$ cat src/sv/bbt_pkg.sv
// shared types, codes and constants of the bencode byte tokenizer
package bbt_pkg;

	localparam int LENGTH_BITS_DEF  = 31;
	localparam int INTEGER_BITS_DEF = 64;
	localparam int NUMBER_W         = 64;
	localparam int QDEPTH           = 4;
	localparam int QPTR_W           = $clog2(QDEPTH);
	localparam int QCNT_W           = $clog2(QDEPTH + 1);

	localparam logic [7:0] CH_I     = 8'h69;
	localparam logic [7:0] CH_D     = 8'h64;
	localparam logic [7:0] CH_E     = 8'h65;
	localparam logic [7:0] CH_L     = 8'h6C;
	localparam logic [7:0] CH_ZERO  = 8'h30;
	localparam logic [7:0] CH_NINE  = 8'h39;
	localparam logic [7:0] CH_COLON = 8'h3A;
	localparam logic [7:0] CH_MINUS = 8'h2D;

	typedef enum logic [2:0] {
		TK_MARKER   = 3'd0,
		TK_INTEGER  = 3'd1,
		TK_STR_HDR  = 3'd2,
		TK_STR_BYTE = 3'd3,
		TK_EMPTY    = 3'd4,
		TK_ERROR    = 3'd5
	} tok_kind_t;

	typedef enum logic [2:0] {
		ERR_NONE     = 3'd0,
		ERR_TOO_LONG = 3'd1,
		ERR_LEAD0    = 3'd2,
		ERR_INVALID  = 3'd3,
		ERR_OVERFLOW = 3'd4
	} err_code_t;

	typedef enum logic [2:0] {
		MODE_IDLE   = 3'd0,
		MODE_MINUS  = 3'd1,
		MODE_DIGITS = 3'd2,
		MODE_STRING = 3'd3,
		MODE_DROP   = 3'd4
	} lex_mode_t;

	typedef struct packed {
		logic [7:0] data_byte;
		logic       end_of_stream;
	} byte_beat_t;

	typedef struct packed {
		tok_kind_t                   token_kind;
		logic [7:0]                  byte_value;
		logic signed [NUMBER_W-1:0]  number;
		logic                        string_end;
		err_code_t                   error_code;
		logic                        stream_done;
		logic                        last_of_item;
	} token_t;

	// up to two tokens written into the result queue in one cycle
	typedef struct packed {
		logic [1:0] count;
		token_t     first;
		token_t     second;
	} tok_push_t;

	function automatic token_t make_token(tok_kind_t kind, logic [7:0] bv,
			logic [NUMBER_W-1:0] num, logic send, err_code_t err);
		token_t t;
		t.token_kind   = kind;
		t.byte_value   = bv;
		t.number       = num;
		t.string_end   = send;
		t.error_code   = err;
		t.stream_done  = (err != ERR_NONE);
		t.last_of_item = 1'b0;
		return t;
	endfunction

endpackage

$ cat src/sv/bencode_byte_tokenizer.sv
// bencode byte tokenizer: one byte per beat in, one token per beat out
// a byte is registered in the input stage and its tokens in the result queue
// throughput: one byte per cycle while each byte gives at most one token
// and the result port is not stalled; the two tokens of one byte leave
// one per beat through a four-entry result queue and the single-beat port
// reset: arst_n clears the lexer state, the input stage and the result queue
module bencode_byte_tokenizer #(
	parameter int LENGTH_BITS  = bbt_pkg::LENGTH_BITS_DEF,
	parameter int INTEGER_BITS = bbt_pkg::INTEGER_BITS_DEF
) (
	input  logic                clk,
	input  logic                arst_n,
	input  logic                byte_valid,
	output logic                byte_stall,
	input  bbt_pkg::byte_beat_t byte_data,
	output logic                token_valid,
	input  logic                token_stall,
	output bbt_pkg::token_t     token_data
);
	import bbt_pkg::*;

	logic       vld_s1;
	byte_beat_t beat_s1;
	logic       room;
	logic       step;
	tok_push_t  push;

	assign step       = vld_s1 && room;
	assign byte_stall = vld_s1 && !room;

	always_ff @(posedge clk or negedge arst_n) begin
		if (!arst_n)
			vld_s1 <= 1'b0;
		else if (!byte_stall)
			vld_s1 <= byte_valid;
	end

	always_ff @(posedge clk) begin
		if (!byte_stall)
			beat_s1 <= byte_data;
	end

	bbt_lexer #(
		.LENGTH_BITS  (LENGTH_BITS),
		.INTEGER_BITS (INTEGER_BITS)
	) u_lexer (
		.clk    (clk),
		.arst_n (arst_n),
		.step   (step),
		.beat   (beat_s1),
		.push   (push)
	);

	bbt_out_queue u_queue (
		.clk         (clk),
		.arst_n      (arst_n),
		.push        (push),
		.room        (room),
		.token_valid (token_valid),
		.token_stall (token_stall),
		.token_data  (token_data)
	);

endmodule

$ cat src/sv/bbt_lexer.sv
// lexer state and the per-byte token decision
module bbt_lexer #(
	parameter int LENGTH_BITS  = bbt_pkg::LENGTH_BITS_DEF,
	parameter int INTEGER_BITS = bbt_pkg::INTEGER_BITS_DEF
) (
	input  logic                clk,
	input  logic                arst_n,
	input  logic                step,
	input  bbt_pkg::byte_beat_t beat,
	output bbt_pkg::tok_push_t  push
);
	import bbt_pkg::*;

	localparam int AW = (INTEGER_BITS > LENGTH_BITS) ? INTEGER_BITS : LENGTH_BITS;
	localparam int WW = AW + 4;
	localparam logic [WW-1:0] INT_MAG = WW'(1) << (INTEGER_BITS - 1);
	localparam logic [WW-1:0] LEN_MAX = (WW'(1) << LENGTH_BITS) - WW'(1);
	localparam logic [WW-1:0] ACC_CAP = (INT_MAG > LEN_MAX) ? INT_MAG : LEN_MAX;

	lex_mode_t              mode_q, mode_n;
	logic [AW-1:0]          acc_q, acc_n;
	logic                   minus_q, minus_n;
	logic                   fdz_q, fdz_n;
	logic                   motd_q, motd_n;
	logic                   ovf_q, ovf_n;
	logic [LENGTH_BITS-1:0] left_q, left_n;

	logic [7:0]    b;
	logic          eos;
	logic          digit;
	logic [WW-1:0] acc_wide;
	logic [WW-1:0] acc_x10;

	assign b        = beat.data_byte;
	assign eos      = beat.end_of_stream;
	assign digit    = (b >= CH_ZERO) && (b <= CH_NINE);
	assign acc_wide = WW'(acc_q);
	// times ten plus digit, as two shifts and two adds
	assign acc_x10  = (acc_wide << 3) + (acc_wide << 1) + WW'(b[3:0]);

	// closes a digit run as an integer or as an error
	function automatic token_t finish_int(logic [AW-1:0] acc, logic minus, logic fdz,
			logic motd, logic ovf);
		logic [NUMBER_W-1:0] mag;
		token_t t;
		mag = NUMBER_W'(acc);
		if (fdz && (motd || minus))
			t = make_token(TK_ERROR, 8'd0, '0, 1'b0, ERR_LEAD0);
		else if (ovf || (!minus && (WW'(acc) > (INT_MAG - WW'(1)))))
			t = make_token(TK_ERROR, 8'd0, '0, 1'b0, ERR_OVERFLOW);
		else
			t = make_token(TK_INTEGER, 8'd0, minus ? ('0 - mag) : mag, 1'b0, ERR_NONE);
		return t;
	endfunction

	always_comb begin
		token_t                 tok;
		token_t                 r0;
		token_t                 r1;
		logic [1:0]             n;
		logic                   err;
		logic                   fresh;
		logic [LENGTH_BITS-1:0] left_dec;

		mode_n   = mode_q;
		acc_n    = acc_q;
		minus_n  = minus_q;
		fdz_n    = fdz_q;
		motd_n   = motd_q;
		ovf_n    = ovf_q;
		left_n   = left_q;
		tok      = '0;
		r0       = '0;
		r1       = '0;
		n        = 2'd0;
		err      = 1'b0;
		fresh    = 1'b0;
		left_dec = (left_q != '0) ? (left_q - LENGTH_BITS'(1)) : left_q;

		unique case (mode_q)
			MODE_STRING: begin
				left_n = left_dec;
				tok = make_token(TK_STR_BYTE, b, '0, (left_dec == '0), ERR_NONE);
				if (left_dec == '0)
					mode_n = MODE_IDLE;
				r0 = tok;
				n = 2'd1;
			end
			MODE_MINUS: begin
				if (digit) begin
					mode_n = MODE_DIGITS;
					acc_n = AW'(b[3:0]);
					fdz_n = (b == CH_ZERO);
				end else begin
					r0 = make_token(TK_ERROR, b, '0, 1'b0, ERR_INVALID);
					n = 2'd1;
					err = 1'b1;
					mode_n = MODE_DROP;
				end
			end
			MODE_DIGITS: begin
				if (digit) begin
					motd_n = 1'b1;
					if (!ovf_q) begin
						if (acc_x10 > ACC_CAP)
							ovf_n = 1'b1;
						else
							acc_n = AW'(acc_x10);
					end
				end else if ((b == CH_COLON) && !minus_q) begin
					mode_n = MODE_IDLE;
					n = 2'd1;
					if (ovf_q || (acc_wide > LEN_MAX)) begin
						r0 = make_token(TK_ERROR, 8'd0, '0, 1'b0, ERR_OVERFLOW);
						err = 1'b1;
						mode_n = MODE_DROP;
					end else if (acc_q == '0) begin
						r0 = make_token(TK_EMPTY, 8'd0, '0, 1'b1, ERR_NONE);
					end else begin
						r0 = make_token(TK_STR_HDR, 8'd0, NUMBER_W'(acc_q), 1'b0, ERR_NONE);
						left_n = LENGTH_BITS'(acc_q);
						mode_n = MODE_STRING;
					end
				end else begin
					r0 = finish_int(acc_q, minus_q, fdz_q, motd_q, ovf_q);
					n = 2'd1;
					err = (r0.token_kind == TK_ERROR);
					mode_n = err ? MODE_DROP : MODE_IDLE;
					fresh = !err;
				end
			end
			MODE_IDLE: fresh = 1'b1;
			MODE_DROP: ;
			default: ;
		endcase

		// byte that starts a new token
		if (fresh) begin
			tok = '0;
			if ((b == CH_I) || (b == CH_D) || (b == CH_E) || (b == CH_L)) begin
				tok = make_token(TK_MARKER, b, '0, 1'b0, ERR_NONE);
			end else if (digit) begin
				mode_n  = MODE_DIGITS;
				acc_n   = AW'(b[3:0]);
				minus_n = 1'b0;
				fdz_n   = (b == CH_ZERO);
				motd_n  = 1'b0;
				ovf_n   = 1'b0;
			end else if (b == CH_MINUS) begin
				mode_n  = MODE_MINUS;
				acc_n   = '0;
				minus_n = 1'b1;
				fdz_n   = 1'b0;
				motd_n  = 1'b0;
				ovf_n   = 1'b0;
			end else begin
				tok = make_token(TK_ERROR, b, '0, 1'b0, ERR_INVALID);
				err = 1'b1;
				mode_n = MODE_DROP;
			end
			if ((tok.token_kind == TK_MARKER && !digit && b != CH_MINUS) || err) begin
				if (n == 2'd0)
					r0 = tok;
				else
					r1 = tok;
				n = n + 2'd1;
			end
		end

		// stream ends with a token still open
		if (eos && !err) begin
			tok = '0;
			if (mode_n == MODE_DIGITS)
				tok = finish_int(acc_n, minus_n, fdz_n, motd_n, ovf_n);
			else if (mode_n == MODE_MINUS)
				tok = make_token(TK_ERROR, b, '0, 1'b0, ERR_INVALID);
			else if (mode_n == MODE_STRING)
				tok = make_token(TK_ERROR, 8'd0, '0, 1'b0, ERR_TOO_LONG);
			if ((mode_n == MODE_DIGITS) || (mode_n == MODE_MINUS) ||
					(mode_n == MODE_STRING)) begin
				if (n == 2'd0)
					r0 = tok;
				else
					r1 = tok;
				if (n != 2'd2)
					n = n + 2'd1;
			end
		end

		if (n == 2'd1) begin
			r0.last_of_item = 1'b1;
			r0.stream_done  = r0.stream_done | eos;
		end else if (n == 2'd2) begin
			r1.last_of_item = 1'b1;
			r1.stream_done  = r1.stream_done | eos;
		end

		if (eos) begin
			mode_n  = MODE_IDLE;
			acc_n   = '0;
			minus_n = 1'b0;
			fdz_n   = 1'b0;
			motd_n  = 1'b0;
			ovf_n   = 1'b0;
			left_n  = '0;
		end

		push.count  = step ? n : 2'd0;
		push.first  = r0;
		push.second = r1;
	end

	always_ff @(posedge clk or negedge arst_n) begin
		if (!arst_n) begin
			mode_q  <= MODE_IDLE;
			acc_q   <= '0;
			minus_q <= 1'b0;
			fdz_q   <= 1'b0;
			motd_q  <= 1'b0;
			ovf_q   <= 1'b0;
			left_q  <= '0;
		end else if (step) begin
			mode_q  <= mode_n;
			acc_q   <= acc_n;
			minus_q <= minus_n;
			fdz_q   <= fdz_n;
			motd_q  <= motd_n;
			ovf_q   <= ovf_n;
			left_q  <= left_n;
		end
	end

endmodule

$ cat src/sv/bbt_out_queue.sv
// result queue: takes up to two tokens a cycle, hands out one beat a cycle while the result port is not stalled
module bbt_out_queue (
	input  logic               clk,
	input  logic               arst_n,
	input  bbt_pkg::tok_push_t push,
	output logic               room,
	output logic               token_valid,
	input  logic               token_stall,
	output bbt_pkg::token_t    token_data
);
	import bbt_pkg::*;

	token_t            mem [QDEPTH];
	logic [QPTR_W-1:0] wp_q;
	logic [QPTR_W-1:0] rp_q;
	logic [QCNT_W-1:0] count_q;
	logic              pop;

	assign token_valid = (count_q != '0);
	assign pop         = token_valid && !token_stall;
	assign token_data  = mem[rp_q];
	// room for the worst case of two tokens from one byte
	assign room        = (count_q <= QCNT_W'(QDEPTH - 2));

	always_ff @(posedge clk) begin
		if (push.count != 2'd0)
			mem[wp_q] <= push.first;
		if (push.count == 2'd2)
			mem[wp_q + QPTR_W'(1)] <= push.second;
	end

	always_ff @(posedge clk or negedge arst_n) begin
		if (!arst_n) begin
			wp_q    <= '0;
			rp_q    <= '0;
			count_q <= '0;
		end else begin
			wp_q    <= wp_q + QPTR_W'(push.count);
			rp_q    <= rp_q + QPTR_W'(pop);
			count_q <= count_q + QCNT_W'(push.count) - QCNT_W'(pop);
		end
	end

endmodule

$ cat config.mk
export PLATFORM = sky130hd
export DESIGN_NAME = bencode_byte_tokenizer
export DESIGN_NICKNAME = d
export VERILOG_FILES = /design/src/sv/bbt_pkg.sv /design/src/sv/bencode_byte_tokenizer.sv /design/src/sv/bbt_lexer.sv /design/src/sv/bbt_out_queue.sv
export SDC_FILE = /design/constraint.sdc
export NUM_CORES = 1
export LEC_CHECK = 0
export BUFFER_PORTS_ARGS = -buffer_cell sky130_fd_sc_hd__clkbuf_2
export CAP_MARGIN = 20
export CORE_AREA = 2 2 258 260
export DETAILED_ROUTE_END_ITERATION = 10
export DIE_AREA = 0 0 260 262
export PLACE_DENSITY_LB_ADDON = 0.12
export SYNTH_ARGS = -nofsm -noshare
export SYNTH_HDL_FRONTEND = slang
export SYNTH_SLANG_ARGS = --single-unit
$ cat constraint.sdc
create_clock -name clk -period 18.3 [get_ports clk]
set_input_delay 3.66 -clock clk [delete_from_list [all_inputs] [get_ports clk]]
set_output_delay 3.66 -clock clk [all_outputs]
set_load 0.01 [all_outputs]
* Word level (Yosys, flattened, before mapping) *
Memory sizes are Yosys's and may differ from the RTL's.
Index checks and enable logic that the tools add are counted.

storage, ports and cells
  register bits = 119
  memory bits (writable) = 324
  input port bits = 13
  output and inout port bits = 83
  word-level logic and storage cells = 220
  memories = 1

memories
  name         depth  width  rd ports  clocked after memory_dff  write ports  RTL line             RTL
  u_queue.mem  4      81     1         0                         2            bbt_out_queue.sv:13  token_t mem [QDEPTH];

operators by class
  add/sub/neg operators = 12
  $lt $le $gt $ge = 7
  equality and inequality tests = 23
  muxes and demuxes = 120
  bitwise logic cells = 2
  reduce and logical (&&, ||, !) cells = 42

operators by type and width
  operator                                                                           number
  81-bit 2-to-1 mux                                                                  31
  64-bit 2-to-1 mux                                                                  11
  81-bit case mux with 3 select lines                                                1
  31-bit 2-to-1 mux                                                                  6
  64-bit by 63-bit greater-than comparator with 1-bit output, second input constant  2
  64-bit case mux with 2 select lines                                                1
  1-bit by 64-bit subtractor with 64-bit output, first input constant                2
  67-bit by 65-bit adder with 68-bit output                                          1
  68-bit by 4-bit adder with 68-bit output                                           1
  68-bit by 64-bit greater-than comparator with 1-bit output, second input constant  1
  64-bit by 31-bit greater-than comparator with 1-bit output, second input constant  1
  64-bit zero test                                                                   1
  31-bit case mux with 2 select lines                                                1
  1-bit 2-to-1 mux                                                                   44
  3-bit 2-to-1 mux                                                                   11
  8-bit by 7-bit == test with 1-bit output, second input constant                    4
  31-bit zero test                                                                   1
  31-bit nonzero test                                                                1
  31-bit by 1-bit subtractor with 31-bit output, second input constant               1
  8-bit by 6-bit == test with 1-bit output, second input constant                    3
  2-bit 2-to-1 mux                                                                   10
  3-bit by 2-bit == test with 1-bit output, second input constant                    4
  1-bit logical AND                                                                  12
  1-bit logical OR                                                                   11
  other kinds (27)                                                                   44

* Depth between registers and ports, before layout *
  word-level depth = 28
  mapped depth = 30
  mapped depth without buffers = 25

* Hierarchy *
From an unflattened synthesis, not the netlist that was laid out.

unflattened totals
  cell total of the unflattened synthesis = 3421
  area total of the unflattened synthesis = 33911.3 um^2

by module, submodules not included
  module                  instances  cells an instance  area an instance (um^2)  sequential area each (um^2)
  bbt_lexer               1          2583               17645.7                  2552.4
  bbt_out_queue           1          824                15937.8                  9904.5
  bencode_byte_tokenizer  1          14                 327.8                    295.3

* Worst setup path before layout *
OpenSTA, ideal clock, no wires.

  path kind = register to register
  start point = register u_lexer.left_q[8]
  end point = memory u_queue.mem[2][0] (netlist name) (enable)
  library setup time = 0.440 ns
  arrival = 6.483 ns
  required time = 17.860 ns
  slack = 11.377 ns
  cell stages (with the launch flop) = 21
  buffers on the path = 5
  period minus slack after synthesis = 6.923 ns
  cells stage by stage = dfrtp_1 or4_1 clkbuf_1 or4_1 buf_2 or4_1 a21o_1 a221o_1 or4_1 nor4b_4 o21a_2 nand2b_4 nand3_4 nor2_1 a21oi_4 nor2_8 or3_1 buf_2 buf_2 buf_2 nand2_1

RTL lines
  item                    RTL line             RTL
  from (decl)             bbt_lexer.sv:26      logic [LENGTH_BITS-1:0] left_q, left_n;
  from (signal assigned)  bbt_lexer.sv:229     left_q <= left_n;
  to (decl)               bbt_out_queue.sv:13

==> results.toml <==
[run_status]
status = "finished, final reports clean"

[synth]
syn_area_mm2 = 0.03235
netlist_instances = 3413
ys.flop_type = "edfxtp_1"
yosysWarnings = 0
synth_seq_cells = 443
async_reset_ff_share_pct = 24.83
synth.distinct_cells = 119
synth-edff-count = 325
synth_area_per_cell_um2 = 9.479
ys_seq_area_share_pct = 39.17
syn_nets = 3567

[global_route]
grt_pass1_wl_um = 186000
grt-ovfl-total = 0
grt.total_usage_pct = 36.33
grt_pass1_vias = 28211
antenna_found_initial = 0
grt_max_degree = 69

[sta]
slew_violations = 0
fin_tns_setup_ns = 0
finClkSkew_ns = 0.02890
post-route-min-period_ns = 9.440
hold_viol = 0
finalSetupViolCount = 0
period_share_pct = 51.58
rsz0062_at_grt = "no"
relSlewSlack_pct = 23.65
max_freq_ghz = 0.1059
worst_pin_slew_ns = 1.145

[setup_path]
cp_slowest_stage_delay_ns = 0.75
crit_family = "simple AND/OR/NAND/NOR gates"
worstSetupPathType = "flip-flop to flip-flop"
end_kind = "flip-flop"
crit_chain = "fa_1, inv_1, fa_1, nand2b_1, a21o_1, a211oi_1, o21ai_0, nor3_1, o211ai_1, o311ai_0, buf_2, nand4b_1, nor4_2, a2111oi_0, a311oi_2, ha_1, inv_1, nor4_1, and4_1, and2_1, a31oi_1, xor2_1, o22ai_1"
cp.arrival_ns = 9.75
slowest_stage = "a311oi_2"
critical_path_buf_inv_count = 3
worstPathMaxFanout = 10
crit_required_ns = 18.61
start_kind = "flip-flop"

[die]
start_util_pct = 49.56
fp.dieArea_mm2 = 0.06812
ios = 96
die_w_um = 260
rows = 94
core_mm2 = 0.06528
dieHeight_um = 262

[final_layout]
layout.nets = 3511
final_cells = 4261
drive_gt1_share_pct = 13.04
multi_input_area_mm2 = 0.01842
regArea_mm2 = 0.01268
fin_util_pct = 53.42
n_fill_cell = 5878
antennaDiodeCount = 0
syn_to_final_growth_pct = 7.777

[routing]
wl_um = 126600
vias = 30543
first_iter_violations = 4611
firstDrtPassIters = 8
drcViolationCount = 0
wl_per_cell_um = 29.70
antenna_left = 0
via_per_inst = 7.168

[flow_run]
maxCapViolCount = 0

[placement]
hpwl_um = 92150
dp.cells = 4165
port_buffers = 95
routabilityCongestion = 1.038

[power_and_ir_drop]
totalPowerFinal_mw = 4.334
p_leak_nw = 12.47
ir_worst_vdd_mv = 0.1152
powerDensity_mw_per_mm2 = 124.3

[cts]
cts_sinks = 443
cts-resized-gates = 0
cts_max_level = 2
clockRootBuffer = "clkbuf_16"
post_cts_buffers = 0
cts_buffers = 50
cts_tree = "yes"
insertion_delay_ns = 0.61
cts.clk_slew.worst_paths_ns = 0.06
cts_hold_buf = 0
cts.path.max_buffers = 3

[hold_path]
hold_class = "flip-flop to flip-flop"
path summary, 6_finish.rpt:
check	startpoint	to	slack, ns	cells past startpoint
max in group asynchronous	arst_n	u_lexer.acc_q[54]	13.78	2
worst min-delay path	u_queue.mem[1][79]	u_queue.mem[1][79]	0.46	2
worst min register to register	u_queue.mem[1][79]	u_queue.mem[1][79]	0.46	2
worst max-delay path	beat_s1[4]	u_queue.mem[1][42]	8.86	23
min in group asynchronous	arst_n	u_queue.rp_q[0]	3.13	1
worst max register to register	beat_s1[4]	u_queue.mem[1][42]	8.86	23
synth_stat cells, types with 20 or more instances:
cell type  count  area, µm²
buf_1         25      93.84
and2_1        26      162.7
o21ai_0      253       1266
a21oi_1      238       1191
clkbuf_1     178      668.1
or3_1         35      219.0
xor2_1        53      464.2
nand4_1       51      319.1
ha_1         138       1727
nand2_1      328       1231
dfrtp_1      110       2753
o21ai_1       26      130.1
mux4_2        81       1824
inv_1         44      165.2
a22o_1        55      481.7
nand3_1       82      410.4
o22ai_1      258       1614
nor3_1        85      425.4
and3_1        20      125.1
edfxtp_1     325       9759
a31oi_1       31      193.9
xnor2_1       74      648.1
buf_2         47      235.2
o211ai_1      44      330.3
a22oi_1       49      367.9
nor2b_1       27      168.9
a21o_1        32      240.2
o31ai_1       30      225.2
nand2b_1      27      168.9
nor2_1       247      927.1
nor4_1        33      206.5
layout by cell type (no fill, tap or decap), types with 74 or more instances in the layout:
| cell | netlist | final |
|---|---|---|
| a21oi_1 | 238 | 238 |
| clkbuf_2 | 0 | 96 |
| dfrtp_1 | 110 | 107 |
| edfxtp_1 | 325 | 325 |
| ha_1 | 138 | 138 |
| mux4_2 | 81 | 81 |
| nand2_1 | 328 | 323 |
| nand3_1 | 82 | 82 |
| nor2_1 | 247 | 246 |
| nor3_1 | 85 | 84 |
| o21ai_0 | 253 | 251 |
| o22ai_1 | 258 | 258 |
| xnor2_1 | 74 | 74 |
sequential cells by signal (all words and copies together), names as in the netlist:
| register | flops |
|---|---|
| beat_s1 | 9 |
| u_lexer.motd_q | 1 |
| u_queue.mem | 324 |
| u_queue.rp_q | 2 |
| u_queue.wp_q | 2 |
| u_lexer.fdz_q | 1 |
| vld_s1 | 1 |
| u_lexer.ovf_q | 1 |
| u_lexer.left_q | 31 |
| u_lexer.acc_q | 64 |
| u_lexer.minus_q | 1 |
| u_queue.count_q | 3 |
| u_lexer.mode_q | 3 |
per-layer routing:
layer / up-vias / GRT usage (%) / routed length, µm
li1: 13192 / - / -
met1: 14990 / 52.79 / 51900
met2: 2084 / 54.10 / 54910
met3: 277 / 6.607 / 14640
met4: 0 / 13.52 / 5109
met5: - / 0 / 0
worst register-to-register path, stage by stage (launching register included):
cell and delay [ns]:
edfxtp_1 0.63, fa_1 0.65, inv_1 0.07, fa_1 0.45
nand2b_1 0.21, a21o_1 0.23, a211oi_1 0.57, o21ai_0 0.44
nor3_1 0.55, o211ai_1 0.14, o311ai_0 0.15, buf_2 0.26
nand4b_1 0.20, nor4_2 0.74, a2111oi_0 0.29, a311oi_2 0.75
ha_1 0.30, inv_1 0.07, nor4_1 0.70, and4_1 0.59
and2_1 0.46, a31oi_1 0.17, xor2_1 0.38, o22ai_1 0.14
cell families (layout without fill, tap and decap cells):
| kind of cell | count (synthesis) | after routing | synth area share (%) |
|---|---|---|---|
| AOI/OAI and AO/OA | 1227 | 1227 | 24.93 |
| xor gates and xnor gates | 134 | 134 | 3.790 |
| adders and majority gates | 141 | 141 | 5.522 |
| buffers and inverters | 312 | 296 | 4.196 |
| DFF | 443 | 443 | 39.17 |
| muxes | 88 | 88 | 5.859 |
| and+or+nand+nor | 1068 | 1068 | 16.53 |
cell type report:
class / count / area share (%)
tap: 864 / 3.100
timing repair buffer: 160 / 2.734
multi-input combinational: 2658 / 52.81
clock inverter: 32 / 0.6387
inverter: 44 / 0.4736
sequential: 443 / 36.37
clock buffer: 60 / 3.875
through the flow:
step / cell area [µm²] / setup slack, ns / hold WS, ns
after CTS: 34850 / 9.170 / 0.4549
after global routing: 34870 / 8.560 / 0.4827
final: 34870 / 8.860 / 0.4563
after global placement: 33260 / 9.208 / 0.4378
after detailed placement: 33280 / 9.252 / 0.4452
after floorplan: 32350 / 11.38 / 0.4308
where the power goes:
part | internal (mW) | switching (mW)
Clock | 0.543 | 0.431
Sequential | 1.27 | 0.151
Combinational | 0.617 | 1.32
(Power assumes the default switching activity.)
